[config.mk]
export PLATFORM = sky130hd
export DESIGN_NAME = ring_buffer_deque
export DESIGN_NICKNAME = d
export VERILOG_FILES = /design/src/rbd_pkg.sv /design/src/rbd_ram.sv /design/src/ring_buffer_deque.sv
export SDC_FILE = /design/constraint.sdc
export NUM_CORES = 1
export LEC_CHECK = 0
export ABC_AREA = 1
export BUFFER_PORTS_ARGS = -buffer_cell sky130_fd_sc_hd__buf_4
export CELL_PAD_IN_SITES_DETAIL_PLACEMENT = 1
export CELL_PAD_IN_SITES_GLOBAL_PLACEMENT = 1
export CORE_UTILIZATION = 45
export CTS_CLUSTER_SIZE = 16
export DETAILED_ROUTE_END_ITERATION = 10
export PLACE_DENSITY = 0.83
export SLEW_MARGIN = 0
export SYNTH_ARGS = -nofsm -noshare
export SYNTH_HDL_FRONTEND = slang
export SYNTH_SLANG_ARGS = --single-unit
export TNS_END_PERCENT = 10
[constraint.sdc]
create_clock -name clk -period 4.22 [get_ports clk]
set_input_delay 0.633 -clock clk [delete_from_list [all_inputs] [get_ports clk]]
set_output_delay 0.633 -clock clk [all_outputs]
set_load 0.1 [all_outputs]
[src/rbd_pkg.sv]
`timescale 1ns / 1ps

package rbd_pkg;

  localparam int DEPTH      = 16;
  localparam int WORD_WIDTH = 32;
  localparam int PTR_W      = $clog2(DEPTH);
  localparam int CNT_W      = $clog2(DEPTH + 1);

  typedef enum logic [2:0] {
    CMD_PUT_BACK   = 3'd0,
    CMD_PUT_FRONT  = 3'd1,
    CMD_TAKE_BACK  = 3'd2,
    CMD_TAKE_FRONT = 3'd3,
    CMD_PEEK_FRONT = 3'd4,
    CMD_PEEK_BACK  = 3'd5,
    CMD_READ_INDEX = 3'd6,
    CMD_FIND       = 3'd7
  } cmd_t;

  typedef enum logic [1:0] {
    ST_OK        = 2'd0,
    ST_EMPTY     = 2'd1,
    ST_FULL      = 2'd2,
    ST_NOT_FOUND = 2'd3
  } status_t;

  typedef enum logic [1:0] {
    S_IDLE,
    S_MOD,
    S_READ,
    S_FIND
  } state_t;

  typedef struct packed {
    logic                  wr_en;
    logic [PTR_W-1:0]      wr_addr;
    logic [WORD_WIDTH-1:0] wr_data;
    logic                  rd_en;
    logic [PTR_W-1:0]      rd_addr;
  } ram_req_t;

endpackage

[src/rbd_ram.sv]
`timescale 1ns / 1ps

module rbd_ram (
  input  logic                              clk,
  input  rbd_pkg::ram_req_t                 req,
  output logic [rbd_pkg::WORD_WIDTH-1:0]    rd_data
);

  logic [rbd_pkg::WORD_WIDTH-1:0] mem [rbd_pkg::DEPTH];

  always_ff @(posedge clk) begin
    if (req.wr_en) begin
      mem[req.wr_addr] <= req.wr_data;
    end
  end

  always_ff @(posedge clk) begin
    if (req.rd_en) begin
      rd_data <= mem[req.rd_addr];
    end
  end

endmodule

[src/ring_buffer_deque.sv]
`timescale 1ns / 1ps

// Double-ended queue of DEPTH words held in a ring in one synchronous RAM.
// Input channel in_*: one request per accepted beat; in_tuser carries the
// command, in_tdata the word or key and the logical index. Output channel
// out_*: exactly one result per request, in request order; out_tuser holds
// the status, out_tdata the word read, the find position and the count.
// How each request is served before its result enters the output register:
//   push, pop, or peek, read index or find on an empty queue: at accept
//   peek front or back: one RAM read
//   read index: index reduced modulo count (one subtract per cycle), one read
//   find: entries read from the front and compared in turn until a match or the last
// The single RAM read port, one entry per cycle, sets the find time.
// One request is in work at a time; the next is taken once the block is
// idle and the output register is empty or being emptied.
// If the receiver stalls, the result holds in the output register and no
// further request is accepted until it is taken.
// Reset clears pointers, count and control; RAM contents are not cleared,
// and only held entries are ever read.
module ring_buffer_deque (
  input  logic        clk,
  input  logic        rst_n,
  input  logic        in_tvalid,
  output logic        in_tready,
  input  logic [39:0] in_tdata,   // data_in[31:0], index[35:32], zero[39:36]
  input  logic [2:0]  in_tuser,   // command[2:0]
  output logic        out_tvalid,
  input  logic        out_tready,
  output logic [47:0] out_tdata,  // data_out[31:0], position[35:32], count[40:36], zero
  output logic [1:0]  out_tuser   // status[1:0]
);

  localparam int PW = rbd_pkg::PTR_W;
  localparam int CW = rbd_pkg::CNT_W;
  localparam int WW = rbd_pkg::WORD_WIDTH;
  localparam logic [CW-1:0] FULL_CNT = CW'(rbd_pkg::DEPTH);

  rbd_pkg::state_t state_r, state_nxt;
  logic [PW-1:0] head_r, head_nxt, tail_r, tail_nxt;
  logic [CW-1:0] cnt_r, cnt_nxt;
  logic [WW-1:0] key_r, key_nxt;
  logic [PW-1:0] rem_r, rem_nxt;
  logic [CW-1:0] k_r, k_nxt;
  logic [PW-1:0] kc_r, kc_nxt;
  logic          cmpv_r, cmpv_nxt;

  logic          out_valid_r, out_valid_nxt;
  logic [WW-1:0] out_data_r, out_data_nxt;
  logic [PW-1:0] out_pos_r, out_pos_nxt;
  logic [1:0]    out_stat_r, out_stat_nxt;
  logic [CW-1:0] out_cnt_r, out_cnt_nxt;

  rbd_pkg::ram_req_t ram_req;
  logic [WW-1:0]     rd_data;

  logic          accept, out_free, load;
  logic [WW-1:0] ld_data;
  logic [PW-1:0] ld_pos;
  logic [1:0]    ld_stat;
  logic [CW-1:0] ld_cnt;

  rbd_pkg::cmd_t in_cmd;
  logic [WW-1:0] in_word;
  logic [PW-1:0] in_index;

  assign in_cmd   = rbd_pkg::cmd_t'(in_tuser);
  assign in_word  = in_tdata[WW-1:0];
  assign in_index = in_tdata[WW+PW-1:WW];

  assign out_free  = !out_valid_r || out_tready;
  assign in_tready = (state_r == rbd_pkg::S_IDLE) && out_free;
  assign accept    = in_tvalid && in_tready;

  rbd_ram u_ram (
    .clk     (clk),
    .req     (ram_req),
    .rd_data (rd_data)
  );

  always_comb begin
    state_nxt = state_r;
    head_nxt  = head_r;
    tail_nxt  = tail_r;
    cnt_nxt   = cnt_r;
    key_nxt   = key_r;
    rem_nxt   = rem_r;
    k_nxt     = k_r;
    kc_nxt    = kc_r;
    cmpv_nxt  = cmpv_r;
    ram_req   = '0;
    load      = 1'b0;
    ld_data   = '0;
    ld_pos    = '0;
    ld_stat   = rbd_pkg::ST_OK;
    ld_cnt    = cnt_r;

    case (state_r)
      rbd_pkg::S_IDLE: begin
        if (accept) begin
          case (in_cmd)
            rbd_pkg::CMD_PUT_BACK, rbd_pkg::CMD_PUT_FRONT: begin
              load = 1'b1;
              if (cnt_r == FULL_CNT) begin
                ld_stat = rbd_pkg::ST_FULL;
              end else begin
                ram_req.wr_en   = 1'b1;
                ram_req.wr_data = in_word;
                cnt_nxt         = cnt_r + 1'b1;
                ld_cnt          = cnt_r + 1'b1;
                if (in_cmd == rbd_pkg::CMD_PUT_BACK) begin
                  ram_req.wr_addr = tail_r;
                  tail_nxt        = tail_r + 1'b1;
                end else begin
                  ram_req.wr_addr = head_r - 1'b1;
                  head_nxt        = head_r - 1'b1;
                end
              end
            end
            rbd_pkg::CMD_TAKE_BACK, rbd_pkg::CMD_TAKE_FRONT: begin
              load = 1'b1;
              if (cnt_r == '0) begin
                ld_stat = rbd_pkg::ST_EMPTY;
              end else begin
                cnt_nxt = cnt_r - 1'b1;
                ld_cnt  = cnt_r - 1'b1;
                if (in_cmd == rbd_pkg::CMD_TAKE_BACK) begin
                  tail_nxt = tail_r - 1'b1;
                end else begin
                  head_nxt = head_r + 1'b1;
                end
              end
            end
            rbd_pkg::CMD_PEEK_FRONT, rbd_pkg::CMD_PEEK_BACK: begin
              if (cnt_r == '0) begin
                load    = 1'b1;
                ld_stat = rbd_pkg::ST_EMPTY;
              end else begin
                ram_req.rd_en   = 1'b1;
                ram_req.rd_addr = (in_cmd == rbd_pkg::CMD_PEEK_FRONT) ? head_r
                                                                      : tail_r - 1'b1;
                state_nxt       = rbd_pkg::S_READ;
              end
            end
            rbd_pkg::CMD_READ_INDEX: begin
              if (cnt_r == '0) begin
                load    = 1'b1;
                ld_stat = rbd_pkg::ST_EMPTY;
              end else begin
                rem_nxt   = in_index;
                state_nxt = rbd_pkg::S_MOD;
              end
            end
            rbd_pkg::CMD_FIND: begin
              key_nxt = in_word;
              if (cnt_r == '0) begin
                load    = 1'b1;
                ld_stat = rbd_pkg::ST_NOT_FOUND;
              end else begin
                k_nxt     = '0;
                cmpv_nxt  = 1'b0;
                state_nxt = rbd_pkg::S_FIND;
              end
            end
            default: begin
              load = 1'b0;
            end
          endcase
        end
      end

      rbd_pkg::S_MOD: begin
        // reduce the index by repeated subtraction of the count
        if ({1'b0, rem_r} < cnt_r) begin
          ram_req.rd_en   = 1'b1;
          ram_req.rd_addr = head_r + rem_r;
          state_nxt       = rbd_pkg::S_READ;
        end else begin
          rem_nxt = rem_r - cnt_r[PW-1:0];
        end
      end

      rbd_pkg::S_READ: begin
        load      = 1'b1;
        ld_data   = rd_data;
        state_nxt = rbd_pkg::S_IDLE;
      end

      rbd_pkg::S_FIND: begin
        // issue one read per cycle, compare the word read the cycle before
        if (cmpv_r && rd_data == key_r) begin
          load      = 1'b1;
          ld_pos    = kc_r;
          state_nxt = rbd_pkg::S_IDLE;
        end else if (cmpv_r && {1'b0, kc_r} == cnt_r - 1'b1) begin
          load      = 1'b1;
          ld_stat   = rbd_pkg::ST_NOT_FOUND;
          state_nxt = rbd_pkg::S_IDLE;
        end else begin
          cmpv_nxt = k_r < cnt_r;
          if (k_r < cnt_r) begin
            ram_req.rd_en   = 1'b1;
            ram_req.rd_addr = head_r + k_r[PW-1:0];
            kc_nxt          = k_r[PW-1:0];
            k_nxt           = k_r + 1'b1;
          end
        end
      end

      default: begin
        state_nxt = rbd_pkg::S_IDLE;
      end
    endcase

    out_valid_nxt = load ? 1'b1 : (out_tready ? 1'b0 : out_valid_r);
    out_data_nxt  = load ? ld_data : out_data_r;
    out_pos_nxt   = load ? ld_pos  : out_pos_r;
    out_stat_nxt  = load ? ld_stat : out_stat_r;
    out_cnt_nxt   = load ? ld_cnt  : out_cnt_r;
  end

  always_ff @(posedge clk) begin
    if (!rst_n) begin
      state_r     <= rbd_pkg::S_IDLE;
      head_r      <= '0;
      tail_r      <= '0;
      cnt_r       <= '0;
      k_r         <= '0;
      cmpv_r      <= 1'b0;
      out_valid_r <= 1'b0;
    end else begin
      state_r     <= state_nxt;
      head_r      <= head_nxt;
      tail_r      <= tail_nxt;
      cnt_r       <= cnt_nxt;
      k_r         <= k_nxt;
      cmpv_r      <= cmpv_nxt;
      out_valid_r <= out_valid_nxt;
    end
  end

  always_ff @(posedge clk) begin
    key_r      <= key_nxt;
    rem_r      <= rem_nxt;
    kc_r       <= kc_nxt;
    out_data_r <= out_data_nxt;
    out_pos_r  <= out_pos_nxt;
    out_stat_r <= out_stat_nxt;
    out_cnt_r  <= out_cnt_nxt;
  end

  assign out_tvalid = out_valid_r;
  assign out_tdata  = {7'd0, out_cnt_r, out_pos_r, out_data_r};
  assign out_tuser  = out_stat_r;

  a_cnt_bound: assert property (@(posedge clk) disable iff (!rst_n)
    cnt_r <= FULL_CNT)
    else $error("fill count exceeds depth");

  a_ptr_span: assert property (@(posedge clk) disable iff (!rst_n)
    PW'(tail_r - head_r) == cnt_r[PW-1:0])
    else $error("pointers disagree with fill count");

  a_busy_no_ready: assert property (@(posedge clk) disable iff (!rst_n)
    state_r != rbd_pkg::S_IDLE |-> !in_tready)
    else $error("request taken while busy");

  a_count_field: assert property (@(posedge clk) disable iff (!rst_n)
    out_valid_r |-> out_cnt_r == cnt_r)
    else $error("result count differs from held count");

  a_push_pop_1cyc: assert property (@(posedge clk) disable iff (!rst_n)
    accept && (in_cmd == rbd_pkg::CMD_PUT_BACK || in_cmd == rbd_pkg::CMD_PUT_FRONT ||
               in_cmd == rbd_pkg::CMD_TAKE_BACK || in_cmd == rbd_pkg::CMD_TAKE_FRONT)
    |=> out_valid_r && state_r == rbd_pkg::S_IDLE)
    else $error("push or pop result not ready after one cycle");

endmodule
==> metrics <==
Clk network pwr share=0.303; Synth area leader=edfxtp_1; TritonCTS Sinks=around 650; Comb pwr share=0.279; Nets=between 2000 and 3000; crit path DAT=between 4 and 5 ns; Mapped Area=about 30000 um2; post-synth cell types=48; io pins=slightly below 100; Final Slew Violations=0; Antenna Diode Count=0; number of buffers on the longest clock path=3; Power Total=18.9 mW; Seq/Total Area, Yosys=0.644; routed len/inst=approximately 25 um; status=complete, no violations; vias in the first global route=around 24000; Synth async-reset ratio=0; Startpoint Class=register; Static Leakage=13.9 nW; Seq cells post-synth=roughly 650; max-cap violations=0; Post-Syn Instances=about 2800; Final Hold Violating Endpoints=0; Placer Congestion=around 0.94; Worst Skew=a little under 0.02 ns; R2R Setup Slk=between 0.3 and 0.4 ns; die height=approximately 260 um; Primary FF master, synth=edfxtp_1; Port Buffer Count=a little under 90; TritonCTS clock tree=yes; routed wire length on met3=8010 um; Row Count=94; critical path depth=16; CORE AREA=roughly 66000 um2; Layout area overhead=12.9%; peak supply drop=about 0.36 mV; Worst Setup SP=cnt_r[2]; Die Footprint=67500 um2; DRT Wirelength=95100 um; grt total ovfl=0; CTS buffer count=67; initial antenna violation count=0; Max Fclk=257 MHz; Worst-path clk slew=about 0.060 ns; sequential share of power=0.418; metal2 WL=47400 um; Worst R2R End=u_ram.rd_data[14]; Post-synth EDFFs=627; DP HPWL=55000 um; FF-to-FF path depth=16; drt initial violations=around 3000; Power Internal=about 12 mW; Placement Setup Slack=around 0.24 ns; Die W=between 200 and 300 um; top post-synthesis cells by area=edfxtp_1, nand3_1, inv_1; DRC viols=0; crit path cell chain=clkinv_1 -> ha_1 -> nand2_1 -> nor3_1 -> nand2_1 -> o211ai_1 -> nor2_2 -> a21oi_4 -> nand2_8 -> nand2_4 -> buf_12 -> nand2_1 -> nand3_1 -> nand3_1 -> nand3_1 -> nand2_1; minimum clock period=about 3.9 ns; met1 WL=approximately 35000 um; Switching Fraction=0.366; Mean Syn Cell Area=10.6 um2; fraction of layout cells with a size suffix above 1=0.0937; crit path capture type=register; NetSw=about 7 mW; worst endpoint required time=4.55 ns; most used cell, CP=nand2_1; vias per cell=5.88; Synth top area share=0.630; CP endpoint=u_ram.rd_data[14]; GRT Util Overall=0.280; Setup Total Neg Slack=0 ns; global-route wire length before repair=about 140000 um; worst r2r src=cnt_r[2]; endpoints failing setup=0; HP Class=input pin to register; CP delay by family, top=simple AND/OR/NAND/NOR gates; H-tree lvl count=3; CTS root buffer=clkbuf_16; via count=22300; pwr/cell area=about 560 nW/um2; Worst-Skew Late Latency=around 0.62 ns; final core utilization=0.513; largest net degree at the start of global routing=between 150 and 200; maximum fanout along the worst path=approximately 60; antenna-violating nets left=0; biggest cell delay along the critical path=approximately 0.50 ns; CP bufs+invs=2; count of warnings emitted by yosys=0; RSZ-0062 raised after global routing=no; number of detailed-routing iterations run before antenna repair=5; Tcrit/Tclk final=0.923; initial core utilization=0.455; slowest CP cell=dfxtp_2; kind of critical path=register to register; fin worst setup slack=0.327 ns; highest routed layer=met4; Worst-Margin Slew=between 1 and 1.5 ns; Max-slew headroom=0.119
## power groups by stage
| stage | sequential, mW | clock (mW) | combinational, mW |
|---|---|---|---|
| after floorplan | 9.52 | 0 | 2.19 |
| after global placement | 8.01 | 0 | 4.97 |
| after detailed placement | 8.05 | 0 | 5.17 |
| after CTS | 7.92 | 5.78 | 5.23 |
| after global routing | 7.95 | 5.97 | 5.54 |
| final | 7.92 | 5.74 | 5.28 |
## layout make-up
cell class / instances / area [um2]
inverter: 524 / 1970
timing repair buffer: 142 / 1370
clock buffer: 88 / 1820
sequential: 649 / 19300
tap: 864 / 1080
fill: 7023 / 32000
multi-input combinational: 1500 / 7990
clock inverter: 32 / 255
## flip-flops by register name, summed over array words and instances (netlist names), 5 cells and up
name and flops:
u_ram.mem 512, key_r 32, u_ram.rd_data 32, out_data_r 32
cnt_r 5, k_r 5, out_cnt_r 5
## cell usage in the layout, fill, tap and decap left out, types with 25 or more instances in the layout
cell type / n
o21ai_0: 30
clkbuf_16: 70
nor2_1: 107
edfxtp_1: 627
nand3b_1: 162
buf_4: 118
nand2_1: 375
ha_1: 25
nand3_1: 638
a21oi_1: 30
inv_1: 513
## synth_stat cells (9+ instances only)
cell / number
nand3_1: 638
edfxtp_1: 627
inv_1: 514
nand2_1: 377
nand3b_1: 162
nor2_1: 123
buf_2: 74
a21oi_1: 31
o21ai_0: 30
buf_4: 27
clkbuf_1: 26
ha_1: 26
dfxtp_1: 22
xnor2_1: 22
buf_1: 19
buf_6: 13
a211oi_1: 11
inv_2: 9
## repair_timing
item,CTS,global route
setup buffers,0,0
hold buffers,0,0
setup endpoints to repair,0,13
gates resized for setup,0,1
## per-layer routing
metal  global-route usage  up-vias
li1                     -     9616
met1                0.334    11200
met2                0.485     1244
met3               0.0442      299
met4                0.147        0
met5                    0        -
## kinds of logic after synthesis
group	after synthesis	share of synthesized area
buffers and inverters	683	0.0955
DFF	649	0.644
and+or+nand+nor	1340	0.220
AOI/OAI and AO/OA	94	0.0185
xor gates and xnor gates	30	0.00879
adders and majority gates	29	0.0129
other	1	0.000125
## stage by stage
| stage | hold WS, ns | cell area, um2 | std cells |
|---|---|---|---|
| final | 0.212 | 33800 | 3799 |
| after CTS | 0.183 | 33800 | 3799 |
| after detailed placement | 0.491 | 31700 | 3679 |
| after global placement | 0.488 | 31700 | 3679 |
| after global routing | 0.201 | 33800 | 3799 |
| after floorplan | 0.452 | 29900 | 2832 |
## how the worst min path moves through the flow
stage / from / endpoint / slack, ns / cells after the start
2_1_floorplan: cmpv_r / cmpv_r / 0.45 / 2
3_3_place_gp: cmpv_r / cmpv_r / 0.49 / 2
3_5_place_dp: cmpv_r / cmpv_r / 0.49 / 2
4_1_cts: in_tdata[22] / key_r[22] / 0.18 / 1
5_1_grt: in_tdata[22] / key_r[22] / 0.20 / 1
6_report: in_tdata[22] / key_r[22] / 0.21 / 1
(Power assumes the default switching activity.)
